==> src/design/aip_pkg.sv <==
// aip_pkg: shared types and constants for the ASCII integer parser.
// No dependencies.
package aip_pkg;

    typedef enum logic [2:0]
    {
        PH_START,
        PH_FIRST,
        PH_ZERO,
        PH_XSEEN,
        PH_HEXZERO,
        PH_DIGITS,
        PH_IGNORE
    } phase_t;

    // classified character handed from front to back
    typedef struct packed
    {
        logic       last;
        logic       is_digit;
        logic [3:0] digit;
        logic       is_x;
        logic       is_minus;
    } aip_item_t;

    localparam logic [7:0] CHAR_MINUS   = 8'h2D;
    localparam logic [7:0] CHAR_ZERO    = 8'h30;
    localparam logic [7:0] CHAR_NINE    = 8'h39;
    localparam logic [7:0] CHAR_UPPER_A = 8'h41;
    localparam logic [7:0] CHAR_UPPER_F = 8'h46;
    localparam logic [7:0] CHAR_LOWER_A = 8'h61;
    localparam logic [7:0] CHAR_LOWER_F = 8'h66;
    localparam logic [7:0] CHAR_UPPER_X = 8'h58;
    localparam logic [7:0] CHAR_LOWER_X = 8'h78;

    localparam logic [4:0] BASE_AUTO = 5'd0;
    localparam logic [4:0] BASE_OCT  = 5'd8;
    localparam logic [4:0] BASE_DEC  = 5'd10;
    localparam logic [4:0] BASE_HEX  = 5'd16;

    // register index is paddr[2]
    localparam logic REG_NUMBER_BASE = 1'b0;
    localparam logic REG_ACCEPT_SIGN = 1'b1;

    function automatic logic [15:0] sat_add(input logic [15:0] a, input logic [1:0] n);
        logic [16:0] s;
        s = {1'b0, a} + {15'd0, n};
        return s[16] ? 16'hFFFF : s[15:0];
    endfunction

endpackage

==> src/design/aip_front.sv <==
// aip_front: accepts characters, classifies them and queues them (2 entries).
// Depends on aip_pkg.
module aip_front
    import aip_pkg::*;
(
    input  logic       clk,
    input  logic       rst_n,
    input  logic       s_tvalid,
    output logic       s_tready,
    input  logic [7:0] s_tdata,   // [7:0] char_code
    input  logic       s_tlast,
    output logic       item_valid,
    output aip_item_t  item,
    input  logic       item_pop
);

    aip_item_t  queue_reg [2];
    logic       wr_ptr_reg;
    logic       wr_ptr_next;
    logic       rd_ptr_reg;
    logic       rd_ptr_next;
    logic [1:0] count_reg;
    logic [1:0] count_next;
    aip_item_t  cls;
    logic       push;
    logic       pop;

    always_comb
    begin
        cls.last     = s_tlast;
        cls.is_minus = (s_tdata == CHAR_MINUS);
        cls.is_x     = (s_tdata == CHAR_UPPER_X) || (s_tdata == CHAR_LOWER_X);
        cls.is_digit = 1'b1;
        cls.digit    = 4'd0;
        if (s_tdata >= CHAR_ZERO && s_tdata <= CHAR_NINE)
        begin
            cls.digit = 4'(s_tdata - CHAR_ZERO);
        end
        else if (s_tdata >= CHAR_UPPER_A && s_tdata <= CHAR_UPPER_F)
        begin
            cls.digit = 4'(s_tdata - CHAR_UPPER_A + 8'd10);
        end
        else if (s_tdata >= CHAR_LOWER_A && s_tdata <= CHAR_LOWER_F)
        begin
            cls.digit = 4'(s_tdata - CHAR_LOWER_A + 8'd10);
        end
        else
        begin
            cls.is_digit = 1'b0;
        end
    end

    assign s_tready   = (count_reg != 2'd2);
    assign push       = s_tvalid && s_tready;
    assign item_valid = (count_reg != 2'd0);
    assign pop        = item_pop && item_valid;
    assign item       = queue_reg[rd_ptr_reg];

    assign wr_ptr_next = push ? ~wr_ptr_reg : wr_ptr_reg;
    assign rd_ptr_next = pop ? ~rd_ptr_reg : rd_ptr_reg;

    always_comb
    begin
        count_next = count_reg;
        if (push && !pop)
        begin
            count_next = count_reg + 2'd1;
        end
        else if (pop && !push)
        begin
            count_next = count_reg - 2'd1;
        end
    end

    always_ff @(posedge clk or negedge rst_n)
    begin
        if (!rst_n)
        begin
            wr_ptr_reg <= 1'b0;
            rd_ptr_reg <= 1'b0;
            count_reg  <= 2'd0;
        end
        else
        begin
            wr_ptr_reg <= wr_ptr_next;
            rd_ptr_reg <= rd_ptr_next;
            count_reg  <= count_next;
        end
    end

    always_ff @(posedge clk)
    begin
        if (push)
        begin
            queue_reg[wr_ptr_reg] <= cls;
        end
    end

endmodule

==> src/design/aip_back.sv <==
// aip_back: parse state machine, multiply-add accumulator and output register.
// Depends on aip_pkg.
module aip_back
    import aip_pkg::*;
(
    input  logic        clk,
    input  logic        rst_n,
    input  logic [4:0]  number_base,
    input  logic        accept_sign,
    input  logic        item_valid,
    input  aip_item_t   item,
    output logic        item_pop,
    output logic        m_tvalid,
    input  logic        m_tready,
    output logic [79:0] m_tdata,  // [63:0] parsed_value, [79:64] chars_consumed
    output logic        m_tuser   // [0] ended_by_buffer
);

    phase_t      phase_reg;
    phase_t      phase_next;
    logic [63:0] acc_reg;
    logic [63:0] acc_next;
    logic [15:0] cnt_reg;
    logic [15:0] cnt_next;
    logic [4:0]  base_reg;
    logic [4:0]  base_next;
    logic        neg_reg;
    logic        neg_next;

    logic        out_valid_reg;
    logic [63:0] out_raw_reg;
    logic [15:0] out_cnt_reg;
    logic        out_neg_reg;
    logic        out_end_reg;

    logic        step;
    logic        emit;
    logic        by_end;
    logic        is_zero;
    logic        sign_path;
    logic        first_path;
    logic        first_oct;
    logic        first_hex;
    logic        take_path;
    logic [4:0]  take_base;
    logic        take_ok;
    logic [63:0] acc_src;
    logic [15:0] cnt_src;
    logic [63:0] prod;
    logic [1:0]  inc;

    assign step     = item_valid && (!out_valid_reg || m_tready);
    assign item_pop = step;

    assign is_zero    = item.is_digit && (item.digit == 4'd0);
    assign sign_path  = (phase_reg == PH_START) && accept_sign && item.is_minus;
    assign first_path = ((phase_reg == PH_START) && !sign_path) || (phase_reg == PH_FIRST);
    assign first_oct  = first_path && (number_base == BASE_AUTO) && is_zero;
    assign first_hex  = first_path && (number_base == BASE_HEX) && is_zero;
    assign take_path  = (first_path && !first_oct && !first_hex)
                     || ((phase_reg == PH_ZERO) && !item.is_x)
                     || ((phase_reg == PH_HEXZERO) && !item.is_x)
                     || (phase_reg == PH_DIGITS);
    assign take_base  = first_path ? ((number_base == BASE_AUTO) ? BASE_DEC : number_base)
                                   : base_reg;
    assign take_ok    = item.is_digit && ({1'b0, item.digit} < take_base);

    assign acc_src = (phase_reg == PH_START) ? 64'd0 : acc_reg;
    assign cnt_src = (phase_reg == PH_START) ? 16'd0 : cnt_reg;
    assign prod    = acc_src * {59'd0, take_base};

    // next state
    always_comb
    begin
        phase_next = phase_reg;
        unique case (phase_reg)
            PH_START, PH_FIRST:
            begin
                if (item.last)
                begin
                    phase_next = PH_START;
                end
                else if (sign_path)
                begin
                    phase_next = PH_FIRST;
                end
                else if (first_oct)
                begin
                    phase_next = PH_ZERO;
                end
                else if (first_hex)
                begin
                    phase_next = PH_HEXZERO;
                end
                else
                begin
                    phase_next = take_ok ? PH_DIGITS : PH_IGNORE;
                end
            end
            PH_ZERO:
            begin
                if (item.last)
                begin
                    phase_next = PH_START;
                end
                else if (item.is_x)
                begin
                    phase_next = PH_XSEEN;
                end
                else
                begin
                    phase_next = take_ok ? PH_DIGITS : PH_IGNORE;
                end
            end
            PH_XSEEN:
            begin
                if (item.last)
                begin
                    phase_next = PH_START;
                end
                else
                begin
                    phase_next = item.is_digit ? PH_DIGITS : PH_IGNORE;
                end
            end
            PH_HEXZERO:
            begin
                if (item.last)
                begin
                    phase_next = PH_START;
                end
                else if (item.is_x)
                begin
                    phase_next = PH_DIGITS;
                end
                else
                begin
                    phase_next = take_ok ? PH_DIGITS : PH_IGNORE;
                end
            end
            PH_DIGITS:
            begin
                if (item.last)
                begin
                    phase_next = PH_START;
                end
                else
                begin
                    phase_next = take_ok ? PH_DIGITS : PH_IGNORE;
                end
            end
            PH_IGNORE:
            begin
                phase_next = item.last ? PH_START : PH_IGNORE;
            end
            default:
            begin
                phase_next = PH_START;
            end
        endcase
    end

    // datapath and result
    always_comb
    begin
        acc_next  = acc_src;
        base_next = base_reg;
        neg_next  = (phase_reg == PH_START) ? sign_path : neg_reg;
        inc       = 2'd0;
        emit      = 1'b0;
        by_end    = 1'b0;
        if (first_path)
        begin
            base_next = (number_base == BASE_AUTO) ? (is_zero ? BASE_OCT : BASE_DEC)
                                                   : number_base;
        end
        if (sign_path || first_oct || first_hex)
        begin
            inc    = 2'd1;
            by_end = 1'b1;
            emit   = item.last;
        end
        if (take_path)
        begin
            if (take_ok)
            begin
                acc_next = prod + {60'd0, item.digit};
                inc      = 2'd1;
                by_end   = 1'b1;
                emit     = item.last;
            end
            else
            begin
                emit = 1'b1;
            end
        end
        if ((phase_reg == PH_ZERO) && item.is_x)
        begin
            emit = item.last;
        end
        if (phase_reg == PH_XSEEN)
        begin
            if (item.is_digit)
            begin
                base_next = BASE_HEX;
                acc_next  = {60'd0, item.digit};
                inc       = 2'd2;
                by_end    = 1'b1;
                emit      = item.last;
            end
            else
            begin
                emit = 1'b1;
            end
        end
        if ((phase_reg == PH_HEXZERO) && item.is_x)
        begin
            inc    = 2'd1;
            by_end = 1'b1;
            emit   = item.last;
        end
        cnt_next = sat_add(cnt_src, inc);
    end

    always_ff @(posedge clk or negedge rst_n)
    begin
        if (!rst_n)
        begin
            phase_reg     <= PH_START;
            acc_reg       <= 64'd0;
            cnt_reg       <= 16'd0;
            base_reg      <= 5'd0;
            neg_reg       <= 1'b0;
            out_valid_reg <= 1'b0;
        end
        else
        begin
            if (step)
            begin
                phase_reg <= phase_next;
                acc_reg   <= acc_next;
                cnt_reg   <= cnt_next;
                base_reg  <= base_next;
                neg_reg   <= neg_next;
            end
            if (step && emit)
            begin
                out_valid_reg <= 1'b1;
            end
            else if (m_tready)
            begin
                out_valid_reg <= 1'b0;
            end
        end
    end

    always_ff @(posedge clk)
    begin
        if (step && emit)
        begin
            out_raw_reg <= acc_next;
            out_cnt_reg <= cnt_next;
            out_neg_reg <= neg_next;
            out_end_reg <= by_end;
        end
    end

    assign m_tvalid = out_valid_reg;
    assign m_tdata  = {out_cnt_reg, out_neg_reg ? (64'd0 - out_raw_reg) : out_raw_reg};
    assign m_tuser  = out_end_reg;

endmodule

==> src/design/ascii_integer_parser.sv <==
// An accepted character is queued in aip_front, then parsed into the output register.
// Throughput: one character per cycle unless the output stalls; the back end's single
// 64x5 multiply-add per cycle sets it; a 2-entry queue decouples input from the parser.
// Reset (rst_n low, asynchronous): queue emptied, parse back to start of number,
// no result pending, number_base and accept_sign cleared to 0.
// Depends on aip_pkg, aip_front, aip_back.
module ascii_integer_parser
    import aip_pkg::*;
(
    input  logic        clk,
    input  logic        rst_n,
    input  logic        psel,
    input  logic        penable,
    input  logic        pwrite,
    input  logic [2:0]  paddr,
    input  logic [31:0] pwdata,
    output logic [31:0] prdata,
    output logic        pready,
    input  logic        s_tvalid,
    output logic        s_tready,
    input  logic [7:0]  s_tdata,  // [7:0] char_code
    input  logic        s_tlast,  // buffer_end
    output logic        m_tvalid,
    input  logic        m_tready,
    output logic [79:0] m_tdata,  // [63:0] parsed_value, [79:64] chars_consumed
    output logic        m_tuser   // [0] ended_by_buffer
);

    logic [4:0] number_base_reg;
    logic       accept_sign_reg;
    logic       cfg_write;
    logic       item_valid;
    logic       item_pop;
    aip_item_t  item;

    assign pready    = 1'b1;
    assign cfg_write = psel && penable && pwrite && pready;

    always_ff @(posedge clk or negedge rst_n)
    begin
        if (!rst_n)
        begin
            number_base_reg <= 5'd0;
            accept_sign_reg <= 1'b0;
        end
        else if (cfg_write)
        begin
            unique case (paddr[2])
                REG_NUMBER_BASE: number_base_reg <= pwdata[4:0];
                REG_ACCEPT_SIGN: accept_sign_reg <= pwdata[0];
                default:         number_base_reg <= number_base_reg;
            endcase
        end
    end

    always_comb
    begin
        prdata = 32'd0;
        unique case (paddr[2])
            REG_NUMBER_BASE: prdata = {27'd0, number_base_reg};
            REG_ACCEPT_SIGN: prdata = {31'd0, accept_sign_reg};
            default:         prdata = 32'd0;
        endcase
    end

    aip_front u_front
    (
        .clk        (clk),
        .rst_n      (rst_n),
        .s_tvalid   (s_tvalid),
        .s_tready   (s_tready),
        .s_tdata    (s_tdata),
        .s_tlast    (s_tlast),
        .item_valid (item_valid),
        .item       (item),
        .item_pop   (item_pop)
    );

    aip_back u_back
    (
        .clk         (clk),
        .rst_n       (rst_n),
        .number_base (number_base_reg),
        .accept_sign (accept_sign_reg),
        .item_valid  (item_valid),
        .item        (item),
        .item_pop    (item_pop),
        .m_tvalid    (m_tvalid),
        .m_tready    (m_tready),
        .m_tdata     (m_tdata),
        .m_tuser     (m_tuser)
    );

endmodule

==> config.mk <==
export PLATFORM = sky130hd
export DESIGN_NAME = ascii_integer_parser
export DESIGN_NICKNAME = d
export VERILOG_FILES = /design/src/design/aip_pkg.sv /design/src/design/aip_front.sv /design/src/design/aip_back.sv /design/src/design/ascii_integer_parser.sv
export SDC_FILE = /design/constraint.sdc
export NUM_CORES = 1
export LEC_CHECK = 0
export BUFFER_PORTS_ARGS = -buffer_cell sky130_fd_sc_hd__buf_2
export CAP_MARGIN = 25
export CORE_MARGIN = 1.5
export CORE_UTILIZATION = 50
export DETAILED_ROUTE_END_ITERATION = 8
export HOLD_SLACK_MARGIN = 0.12
export PLACE_DENSITY = 0.68
export SYNTH_ARGS = -nofsm -noshare
export SYNTH_HDL_FRONTEND = slang
export SYNTH_SLANG_ARGS = --single-unit
==> constraint.sdc <==
create_clock -name clk -period 11 [get_ports clk]
set_input_delay 0 -clock clk [delete_from_list [all_inputs] [get_ports clk]]
set_output_delay 0 -clock clk [all_outputs]
set_load 0.005 [all_outputs]
==> results.sh <==
export IMPL_cts_resized=0
export IMPL_synth_edf_count=98
export IMPL_ir_drop_v=0.000206
export IMPL_fillers=3667
export IMPL_floorplan_initialDensity=0.511
export IMPL_layout_min_cycle_time_ns=7.83
export IMPL_seqCellArea_mm2=0.00545
export IMPL_required_ns=11.19
export IMPL_post_route_period_util=0.712
export IMPL_grt_pass1_vias=17600
export IMPL_leakagePower_nw=10.9
export IMPL_synth_cell_type_count=77
export IMPL_fin_nets=2905
export IMPL_core_area_mm2=0.0411
export IMPL_wl_per_cell_um=17.7
export IMPL_grt_pass1_wl_um=89000
export IMPL_root_buffer="clkbuf_16"
export IMPL_utilization=0.557
export IMPL_htreeDepth=4
export IMPL_drc_errors=0
export IMPL_place_hpwl_um=40500
export IMPL_grt_max_degree=71
export IMPL_drt_iter0_markers=1264
export IMPL_syn_area_per_cell_um2=8.54
export IMPL_cts_tree="built"
export IMPL_clock_sinks=198
export IMPL_status="completed"
export IMPL_finalWirelength_um=54600
export IMPL_postLayoutCellArea_mm2=0.0229
export IMPL_rsz0062_at_grt="false"
export IMPL_die_area_mm2=0.0433
export IMPL_fmax_ghz=0.128
export IMPL_ios=167
export IMPL_placed_cell_area_mm2=0.0220
export IMPL_yosys_top_cells_count="446 x nor2_1, 305 x inv_1, 231 x nand2_1"
export IMPL_die_y_um=208
export IMPL_powerDensity_mw_per_mm2=193
export IMPL_worst_setup_path_start_kind="register"
export IMPL_multiInputGateArea_mm2=0.0140
export IMPL_hold_ws_ns=0.270
export IMPL_synth_area_mm2=0.0210
export IMPL_p_total_mw=4.41
export IMPL_slew_headroom=0.297
export IMPL_antenna_found_initial=2
export IMPL_async_reset_ff_frac=0.505
export IMPL_worstSkewPairLatency_ns=0.47
export IMPL_ant_nets=0
export IMPL_overflow=0
export IMPL_drive_gt1_frac=0.0903
export IMPL_min_path_type="in -> reg"
export IMPL_track_usage=0.254
export IMPL_maxSlewViolCount=0
export IMPL_yosysMostFrequentCell="nor2_1"
export IMPL_syn_inst=2460
export IMPL_setup_violations_final=0
export IMPL_yosysTopAreaCell="fa_1"
export IMPL_worstSetupEndpointType="register"
export IMPL_skew_ns=0.0146
export IMPL_area_delta_synth_final_pct=8.89
export IMPL_fin_tns_setup_ns=0
export IMPL_port_buffers=109
export IMPL_place_gp_congestion=0.934
export IMPL_tightestPinTransition_ns=1.06
export IMPL_fp_row_count=74
export IMPL_cts_buffers=17
export IMPL_vias=17500
export IMPL_vias_per_cell=5.68
export IMPL_clockBufferDepth=2
export IMPL_synthTopCellsByArea="fa_1 17%, edfxtp_1 14%, dfrtp_1 12%"
export IMPL_cts_setup_buffers=0
export IMPL_cp_arrival_ns=8.02
export IMPL_ys_flop_type="dfrtp_1"
export IMPL_ys_ff_latch=198
export IMPL_path_clk_slew_ns=0.07
export IMPL_yosysWarningCount=0
export IMPL_dieWidth_um=208
export IMPL_cap_violations=0
export IMPL_drtPass1Iterations=6
export IMPL_cp_max_fo=57
export IMPL_cts_hold_buf=29
export IMPL_antenna_cells=0
export IMPL_yosys_area_top_type_share=0.174
export IMPL_yosysSeqAreaShare=0.259
export IMPL_worstSetupPathType="reg -> reg"
export IMPL_finalHoldViolCount=0
-- cells by family (layout without fill, tap and decap cells) --
logic type,after synthesis,in the layout,synth area share
mux,36,36,0.0186
xor+xnor,143,143,0.0603
other cells,2,28,0.000357
flops,198,198,0.259
buf+inv,444,505,0.0848
fa+ha+maj,320,320,0.256
compound gates,463,463,0.143
simple gates,854,854,0.177
-- placed cells by master (no fill, tap or decap), drive strengths merged, types with 9 or more instances in the layout --
| master | instances |
|---|---|
| a211oi | 14 |
| a21o | 39 |
| a21oi | 120 |
| a22o | 18 |
| a31oi | 17 |
| buf | 138 |
| clkbuf | 21 |
| conb | 28 |
| dfrtp | 100 |
| dlygate4sd3 | 28 |
| edfxtp | 98 |
| fa | 183 |
| ha | 137 |
| inv | 312 |
| mux2 | 25 |
| mux2i | 11 |
| nand2 | 231 |
| nand3 | 33 |
| nand4 | 14 |
| nor2 | 447 |
| nor2b | 15 |
| nor3 | 17 |
| o211ai | 9 |
| o21a | 10 |
| o21ai | 105 |
| o21bai | 16 |
| o31ai | 55 |
| o41ai | 11 |
| or2 | 10 |
| or3 | 24 |
| or4 | 11 |
| xnor2 | 108 |
| xor2 | 34 |
-- final timing paths --
path                       cells after the start  slack, ns                       to                 from
min in group asynchronous                      4       0.62        u_back.acc_reg[0]                rst_n
min                                            2       0.27  u_front.queue_reg[1][7]              s_tlast
max in group asynchronous                      5       9.72       u_back.acc_reg[46]                rst_n
max                                           21       3.17   u_back.out_raw_reg[61]  u_back.phase_reg[1]
max reg2reg                                   21       3.17   u_back.out_raw_reg[61]  u_back.phase_reg[1]
min reg2reg                                    2       0.48       u_back.acc_reg[19]   u_back.acc_reg[19]
-- routing by layer --
| layer | wire length (um) | share of wire | GRT usage |
|---|---|---|---|
| met5 | 0 | 0 | 0 |
| met4 | 1410 | 0.026 | 0.0967 |
| met3 | 2400 | 0.044 | 0.0219 |
| met2 | 26300 | 0.48 | 0.437 |
| met1 | 24500 | 0.45 | 0.334 |
-- worst max-delay path: stages, from the launching register on --
cell       delay (ns)
dfrtp_1          0.62
inv_1            0.23
nand2_2          0.53
buf_4            0.67
nand2_1          0.35
nor2_1           0.22
fa_1             0.47
fa_1             0.54
inv_1            0.06
fa_1             0.53
inv_1            0.04
ha_1             0.41
and4_1           0.28
nand2_1          0.16
or4_1            0.55
a31oi_1          0.34
a2111oi_0        0.22
o31ai_1          0.42
nor3b_1          0.37
o21ai_0          0.20
a21oi_1          0.18
nor2_1           0.10
-- stage by stage --
step,worst slack (ns),instances
after CTS,3.29,3077
after global routing,2.71,3079
after global placement,3.44,3016
after floorplan,0.992,2486
after detailed placement,3.32,3016
final,3.17,3079
-- cell type report --
class	count	area share
inverters	307	0.0504
well taps	532	0.0291
clock inverters	11	0.00399
multi-input cells	1844	0.611
clock buffers	21	0.0201
repair buffers	166	0.0477
flip-flops and latches	198	0.238
-- power by group --
part	leakage, nW	switching, mW	internal, mW	total, mW
Sequential	2.30	0.225	1.12	1.34
Clock	0.258	0.311	0.306	0.618
Combinational	8.35	1.62	0.827	2.44
No activity file was read; power rests on OpenSTA's default activity.
